**config.mk**
```make
export PLATFORM = sky130hd
export DESIGN_NAME = moving_window_rms_unit
export DESIGN_NICKNAME = d
export VERILOG_FILES = /design/src/rtl/mwr_pkg.sv /design/src/rtl/moving_window_rms_unit.sv /design/src/rtl/mwr_root_unit.sv
export VERILOG_INCLUDE_DIRS = /design/src /design/src/rtl
export SDC_FILE = /design/constraint.sdc
export NUM_CORES = 2
export LEC_CHECK = 0
export BUFFER_PORTS_ARGS = -buffer_cell sky130_fd_sc_hd__buf_2
export CAP_MARGIN = 20
export CELL_PAD_IN_SITES_DETAIL_PLACEMENT = 1
export CELL_PAD_IN_SITES_GLOBAL_PLACEMENT = 1
export CORE_UTILIZATION = 39
export DETAILED_ROUTE_END_ITERATION = 10
export PLACE_DENSITY_LB_ADDON = 0.12
export SYNTH_ARGS = -nofsm -noshare
export SYNTH_HDL_FRONTEND = slang
export SYNTH_SLANG_ARGS = --single-unit
```
**constraint.sdc**
```tcl
create_clock -name clk -period 8.67 [get_ports clk]
set_input_delay 0.867 -clock clk [delete_from_list [all_inputs] [get_ports clk]]
set_output_delay 0.867 -clock clk [all_outputs]
set_load 0.01 [all_outputs]
```
**src/rtl/assert_macros.svh**
```systemverilog
// Assertion macros shared by the moving-window RMS RTL.
`ifndef ASSERT_MACROS_SVH
`define ASSERT_MACROS_SVH

// Check that a condition holds at every clock edge outside reset.
`define MWR_ASSERT(lbl, cond, msg) \
  lbl: assert property (@(posedge clk) disable iff (rst) (cond)) else $error(msg);

// Check that a condition implies another in the same cycle.
`define MWR_ASSERT_IMP(lbl, pre, post, msg) \
  lbl: assert property (@(posedge clk) disable iff (rst) (pre) |-> (post)) else $error(msg);

// Check that a condition implies another in the next cycle.
`define MWR_ASSERT_NXT(lbl, pre, post, msg) \
  lbl: assert property (@(posedge clk) disable iff (rst) (pre) |=> (post)) else $error(msg);

`endif

```
**src/rtl/mwr_pkg.sv**
```systemverilog
// Shared constants and types of the moving-window RMS block.
package mwr_pkg;

  // Width of the window length register and of the RMS result.
  localparam int LEN_W = 7;
  localparam int RMS_W = 16;

  // Window length after reset.
  localparam logic [LEN_W-1:0] WINDOW_LEN_RESET = 7'd20;

  // Status of the divide and root unit as seen by the sequencer.
  typedef struct packed {
    logic busy;
    logic done;
  } mwr_root_status_t;

endpackage

```
**src/rtl/moving_window_rms_unit.sv**
```systemverilog
// Moving-window RMS: delay line, running sum of squares and root sequencer.
`include "assert_macros.svh"

// Each accepted sample enters a delay line of up to WINDOW_MAX entries and
// updates a running sum of squares over the last window_len samples. Once the
// window has filled since the last clear, every sample yields
// rms = floor(sqrt(floor(sum / window_len))); before that no result is given.
// frame_start clears the window before its sample is taken, and a write of
// window_len clears it as well (length 0 acts as 1, lengths above WINDOW_MAX
// act as WINDOW_MAX). One shared squarer updates the sum and one shared
// subtractor runs a bit-serial divide and root, one bit per cycle. A sample
// holds the input while it is read, squared and added to the sum; one that
// gives a result also holds it through 2*SAMPLE_BITS+5 divide steps and
// SAMPLE_BITS+3 root steps until its result is loaded. The finished result
// waits in an output register, so the next sample may enter while it is pending.
// The delay line needs no clearing pass after reset.
module moving_window_rms_unit #(
  parameter int WINDOW_MAX  = 64,
  parameter int SAMPLE_BITS = 16
) (
  input  logic                            clk,
  input  logic                            rst,
  input  logic                            window_len_we,
  input  logic [mwr_pkg::LEN_W-1:0]       window_len,
  input  logic                            sample_valid,
  output logic                            sample_stall,
  input  logic signed [SAMPLE_BITS-1:0]   sample,
  input  logic                            frame_start,
  output logic                            rms_valid,
  input  logic                            rms_stall,
  output logic [mwr_pkg::RMS_W-1:0]       rms
);

  import mwr_pkg::*;

  localparam int PTR_W  = $clog2(WINDOW_MAX);
  localparam int SUM_W  = 2 * SAMPLE_BITS + 5;
  localparam int ROOT_W = (SUM_W + 1) / 2;
  localparam int SQ_W   = 2 * SAMPLE_BITS;
  localparam int CW     = ((PTR_W > LEN_W) ? PTR_W : LEN_W) + 1;

  typedef enum logic [3:0] {
    S_IDLE,
    S_READ,
    S_SQOLD,
    S_SUBOLD,
    S_SQNEW,
    S_ADD,
    S_START,
    S_WAIT,
    S_OUT
  } state_t;

  state_t                  state;
  logic [LEN_W-1:0]        win_len;
  logic [LEN_W-1:0]        len;
  logic [LEN_W-1:0]        fill;
  logic [PTR_W-1:0]        wp;
  logic [SUM_W-1:0]        sum;
  logic [SQ_W-1:0]         square;
  logic [SAMPLE_BITS-1:0]  raw;
  logic [SAMPLE_BITS-1:0]  rd_data;
  logic [SAMPLE_BITS-1:0]  sq_in;
  logic [SAMPLE_BITS-1:0]  sq_mag;
  logic [SQ_W-1:0]         sq_prod;
  logic [CW-1:0]           wp_ext;
  logic [CW-1:0]           len_ext;
  logic [CW-1:0]           old_ext;
  logic [PTR_W-1:0]        rd_addr;
  logic                    root_start;
  mwr_root_status_t        root_status;
  logic [ROOT_W-1:0]       root;
  logic                    accept;

  logic [SAMPLE_BITS-1:0]  window_mem [WINDOW_MAX];

  // Clamp the programmed length to the delay line
  always_comb begin
    if (win_len == '0) begin
      len = LEN_W'(1);
    end else if (32'(win_len) > WINDOW_MAX) begin
      len = LEN_W'(WINDOW_MAX);
    end else begin
      len = win_len;
    end
  end

  // Locate the sample that leaves the window
  always_comb begin
    wp_ext  = CW'(wp);
    len_ext = CW'(len);
    if (wp_ext >= len_ext) begin
      old_ext = wp_ext - len_ext;
    end else begin
      old_ext = wp_ext + CW'(WINDOW_MAX) - len_ext;
    end
    rd_addr = old_ext[PTR_W-1:0];
  end

  // Square the leaving or the arriving sample on one multiplier
  always_comb begin
    sq_in   = (state == S_SQOLD) ? rd_data : raw;
    sq_mag  = sq_in[SAMPLE_BITS-1] ? (~sq_in + 1'b1) : sq_in;
    sq_prod = sq_mag * sq_mag;
  end

  assign accept       = sample_valid && !sample_stall;
  assign sample_stall = (state != S_IDLE);
  assign root_start   = (state == S_START);

  // Read the leaving sample, write the arriving one
  always_ff @(posedge clk) begin
    if (state == S_READ) begin
      rd_data <= window_mem[rd_addr];
    end
    if (state == S_SQNEW) begin
      window_mem[wp] <= raw;
    end
  end

  // Sequence one request and hold the result register
  always_ff @(posedge clk) begin
    if (rst) begin
      state     <= S_IDLE;
      win_len   <= WINDOW_LEN_RESET;
      fill      <= '0;
      wp        <= '0;
      sum       <= '0;
      rms_valid <= 1'b0;
    end else begin
      if (rms_valid && !rms_stall) begin
        rms_valid <= 1'b0;
      end
      if (window_len_we) begin
        win_len <= window_len;
        fill    <= '0;
        wp      <= '0;
        sum     <= '0;
      end
      case (state)
        S_IDLE: begin
          if (accept) begin
            raw <= sample;
            if (frame_start) begin
              fill <= '0;
              wp   <= '0;
              sum  <= '0;
            end
            state <= S_READ;
          end
        end
        S_READ: begin
          state <= S_SQOLD;
        end
        S_SQOLD: begin
          square <= sq_prod;
          state  <= S_SUBOLD;
        end
        S_SUBOLD: begin
          if (fill >= len) begin
            sum <= sum - SUM_W'(square);
          end else begin
            fill <= fill + 1'b1;
          end
          state <= S_SQNEW;
        end
        S_SQNEW: begin
          square <= sq_prod;
          state  <= S_ADD;
        end
        S_ADD: begin
          sum <= sum + SUM_W'(square);
          if (wp == PTR_W'(WINDOW_MAX - 1)) begin
            wp <= '0;
          end else begin
            wp <= wp + 1'b1;
          end
          state <= (fill < len) ? S_IDLE : S_START;
        end
        S_START: begin
          state <= S_WAIT;
        end
        S_WAIT: begin
          if (root_status.done) begin
            state <= S_OUT;
          end
        end
        S_OUT: begin
          if (!rms_valid || !rms_stall) begin
            rms       <= RMS_W'(root);
            rms_valid <= 1'b1;
            state     <= S_IDLE;
          end
        end
        default: begin
          state <= S_IDLE;
        end
      endcase
    end
  end

  mwr_root_unit #(
    .SUM_W (SUM_W)
  ) u_root (
    .clk      (clk),
    .rst      (rst),
    .start    (root_start),
    .dividend (sum),
    .divisor  (len),
    .status   (root_status),
    .root     (root)
  );

  `MWR_ASSERT(a_fill_bound, fill <= len, "fill count exceeds window length")
  `MWR_ASSERT_IMP(a_done_in_wait, root_status.done, state == S_WAIT, "root done outside wait")
  `MWR_ASSERT_IMP(a_start_free, root_start, !root_status.busy, "root unit restarted while busy")
  `MWR_ASSERT_NXT(a_out_load, state == S_OUT && !(rms_valid && rms_stall), rms_valid && state == S_IDLE, "result not loaded")

endmodule

```
**src/rtl/mwr_root_unit.sv**
```systemverilog
// Iterative divide then square root unit sharing one trial subtractor.
`include "assert_macros.svh"

module mwr_root_unit #(
  parameter int SUM_W = 37
) (
  input  logic                         clk,
  input  logic                         rst,
  input  logic                         start,
  input  logic [SUM_W-1:0]             dividend,
  input  logic [mwr_pkg::LEN_W-1:0]    divisor,
  output mwr_pkg::mwr_root_status_t    status,
  output logic [(SUM_W+1)/2-1:0]       root
);

  import mwr_pkg::*;

  localparam int ROOT_W = (SUM_W + 1) / 2;
  localparam int QW     = 2 * ROOT_W;
  // Root remainder stays at or below twice the partial root.
  localparam int REM_W  = ROOT_W + 2;
  // Trial width covers the root step, which always exceeds the divide step.
  localparam int SW     = REM_W + 2;
  localparam int CNT_W  = $clog2(SUM_W);

  typedef enum logic [1:0] {
    R_IDLE,
    R_DIV,
    R_SQRT
  } phase_t;

  phase_t             phase;
  logic [QW-1:0]      q;
  logic [REM_W-1:0]   rem;
  logic [LEN_W-1:0]   div_len;
  logic [CNT_W-1:0]   count;
  logic               done;
  logic [SW-1:0]      sub_a;
  logic [SW-1:0]      sub_b;
  logic [SW:0]        sub_res;
  logic               ok;

  // Select trial operands for the shared subtractor
  always_comb begin
    if (phase == R_SQRT) begin
      sub_a = {rem, q[QW-1:QW-2]};
      sub_b = SW'({root, 2'b01});
    end else begin
      sub_a = SW'({rem[LEN_W-1:0], q[QW-1]});
      sub_b = SW'(div_len);
    end
    sub_res = {1'b0, sub_a} - {1'b0, sub_b};
    ok      = !sub_res[SW];
  end

  // Step the divide, then the root, one bit per cycle
  always_ff @(posedge clk) begin
    if (rst) begin
      phase <= R_IDLE;
      done  <= 1'b0;
    end else begin
      done <= 1'b0;
      case (phase)
        R_IDLE: begin
          if (start) begin
            q       <= QW'(dividend) << (QW - SUM_W);
            rem     <= '0;
            div_len <= divisor;
            count   <= CNT_W'(SUM_W - 1);
            phase   <= R_DIV;
          end
        end
        R_DIV: begin
          q   <= {q[QW-2:0], ok};
          rem <= ok ? REM_W'(sub_res[SW-1:0]) : REM_W'(sub_a);
          if (count == '0) begin
            rem   <= '0;
            root  <= '0;
            count <= CNT_W'(ROOT_W - 1);
            phase <= R_SQRT;
          end else begin
            count <= count - 1'b1;
          end
        end
        R_SQRT: begin
          q    <= q << 2;
          rem  <= ok ? REM_W'(sub_res[SW-1:0]) : REM_W'(sub_a);
          root <= {root[ROOT_W-2:0], ok};
          if (count == '0) begin
            done  <= 1'b1;
            phase <= R_IDLE;
          end else begin
            count <= count - 1'b1;
          end
        end
        default: begin
          phase <= R_IDLE;
        end
      endcase
    end
  end

  assign status.busy = (phase != R_IDLE);
  assign status.done = done;

  `MWR_ASSERT_IMP(a_start_when_idle, start, phase == R_IDLE, "root unit started while busy")
  `MWR_ASSERT_NXT(a_done_after_last, phase == R_SQRT && count == '0, done && phase == R_IDLE, "root unit missed done")

endmodule

```
==> impl_metrics.toml <==
[power]
swShare_pct = 41.7
seq_power_share_pct = 27.1
vdd_drop_max_uv = 1110
power_density_nw_per_um2 = 391
p_int_w = 0.0159
net-switching-power_w = 0.0113
power_frac_comb_pct = 51.8
power_frac_clock_pct = 21.1
power_leakage_nw = 24.5

[clocking]
clk_pin_slew_ns = 0.06
cts_hold_buf = 0
htreeDepth = 4
cts_root_buffer = "clkbuf_16"
cts.sinks = 1259
ctsLongestPathBuffers = 3
clock_latency_ns = 0.80
cts_tree = "done"
cts_made_buffers = 137

[critical_path]
cpMaxStageDelayCell = "fa_1"
path_buf_inv = 7
endpoint_kind = "register"
cpPeakStageDelay_ns = 0.54
crit_required_ns = 9.20
worstSetupPathType = "reg2reg"
worstPathMaxFanout = 9
cp_common_cell = "fa_1"
worst_setup_path_start_kind = "register"
crit_family = "adder cells"
crit_arrival_ns = 8.65

[drt]
wl_per_cell_um = 26.9
wirelength_um = 170000
dr_wl_met3_um = 7560
wl_met1_um = 73900
routed-wl-met2_um = 83600
first_pass_iters = 7
viasPerCell = 5.51
vias = 34851
drtIter0Drc = 2454
drt_drc_violations_left = 0
postRouteAntennaNets = 0
top_layer = "met4"

[placed_design]
post-place-ws_ns = 0.111
hpwl_um = 111000
gp_congestion = 0.823
portBuffers = 46

[synth]
ys_types = 111
synth_edf_count = 1194
yosys-top-cells-area = "edfxtp_1 (58%), mux4_2 (12%), fa_1 (5.4%)"
synth_top_area_cell = "edfxtp_1"
synth-async-reset-ratio_pct = 0
syn-instance-count = 4006
synth_seq_cells = 1259
synth_area_um2 = 61600
synth_ff_type = "edfxtp_1"
avgSynthCellArea_um2 = 15.4
yosysWarnings = 0
netlist.area_leader.share_pct = 58.2
ys_seq_area_share_pct = 60.3

[die]
rows = 145
num_io_pins = 47
initial_core_util_pct = 39.4
core_area_um2 = 156000
fp.dieW_um = 399
die_area_um2 = 159000
die_y_um = 399

[timing]
final-setup-viol-count = 0
fin_setup_tns_ns = 0
max_slew_margin_pct = 26.7
slew_violations = 0
fin_hold_ws_ns = 0.261
worstMarginPinSlew_ns = 1.10
worst_slack_ns = 0.547
hold_violations = 0
finalClockSkew_ns = 0.0731
post-route-min-period_ns = 8.12
post-route-period-util_pct = 93.7
rsz0062_at_grt = "false"
fmax_mhz = 123

[flow_run]
drv_cap = 0

[global_route]
grt_usage_pct = 21.7
antenna_found_initial = 4
grt-ovfl-total = 0
grt_max_degree = 89
grt_pass1_vias = 36920
grt_pass1_wl_um = 251000

[cells_and_area]
n_fill_cell = 15363
nets = 4556
drive_above_1_share_pct = 20.0
area_delta_synth_final_pct = 12.9
final_cell_mix = "edfxtp_1 (1,194), inv_1 (323), mux4_2 (320)"
final_common_cell = "edfxtp_1"

[hold_path]
holdCritPathClass = "in2reg"

[outcome]
status = "finished, final reports clean"
==> routing by layer <==
layer  global-route usage [%]  vias up
li1                         -    15521
met1                     29.1    18404
met2                     35.9      706
met3                     3.45      220
met4                     7.10        0
met5                        0        -
==> through the flow <==
step / instance area [um2] / cells / total power, W / utilization [%]
after global placement: 65000 / 6073 / 0.0215 / 41.6
after CTS: 69400 / 6316 / 0.0274 / 44.4
final: 69500 / 6320 / 0.0272 / 44.5
after floorplan: 61600 / 4016 / 0.0169 / -
after global routing: 69500 / 6319 / 0.0291 / 44.5
after detailed placement: 65000 / 6075 / 0.0215 / 41.6
==> kinds of logic after synthesis <==
logic type	share of synthesized area, %
flops	60.3
simple gates	5.84
compound gates	6.59
buf+inv	3.37
mux	12.8
fa+ha+maj	9.50
xor+xnor	1.50
other cells	0.0122
==> power groups by stage <==
stage	combinational (W)	sequential [W]	clock, W
after floorplan	0.00932	0.00755	0
after global placement	0.0140	0.00750	0
after detailed placement	0.0140	0.00750	0
after CTS	0.0142	0.00737	0.00586
after global routing	0.0157	0.00738	0.00607
final	0.0141	0.00739	0.00573
==> state kept, by name, summed over array words and instances (netlist names), 6 cells and up <==
name / cells
wp: 6
u_root.div_len: 7
square: 31
rms: 16
win_len: 7
u_root.root: 19
u_root.count: 6
sum: 37
u_root.rem: 21
rd_data: 16
raw: 16
u_root.q: 38
fill: 7
window_mem: 1024
==> path summary, 6_finish.rpt <==
kind	start	cells past startpoint	to	slack, ns
setup / recovery	state[3]$_SDFFE_PP0P_	32	square[31]$_DFFE_PP_	0.55
hold / removal	sample[4]	1	raw[4]$_DFFE_PP_	0.26
setup reg to reg	state[3]$_SDFFE_PP0P_	32	square[31]$_DFFE_PP_	0.55
hold reg to reg	u_root.root[12]$_SDFFCE_PN0P_	0	rms[12]$_DFFE_PP_	0.45
==> Yosys cell counts, drive strengths merged (69+ instances only) <==
| cell type | instances |
|---|---|
| buf | 71 |
| nor2 | 309 |
| ha | 202 |
| inv | 336 |
| o21ai | 80 |
| nand2 | 180 |
| edfxtp | 1194 |
| mux4 | 320 |
| a21oi | 218 |
| xnor2 | 69 |
| fa | 166 |
| clkbuf | 110 |
==> cell type report <==
type | count | area, um2 | area share (%)
inverters | 337 | 1270 | 1.83
multi-input cells | 2239 | 22700 | 32.7
well taps | 2058 | 2570 | 3.70
repair buffers | 185 | 1430 | 2.06
diodes | 1 | 2.50 | 0.00360
clock buffers | 169 | 3570 | 5.13
clock inverters | 72 | 817 | 1.18
flip-flops and latches | 1259 | 37200 | 53.4
==> timing repair <==
| item | CTS | global route |
|---|---|---|
| buffers inserted | 0 | 1 |
| endpoints found under the setup margin | 0 | 6 |
| gates resized for setup | 0 | 15 |
Note: power is estimated with default switching activity, not from simulation.
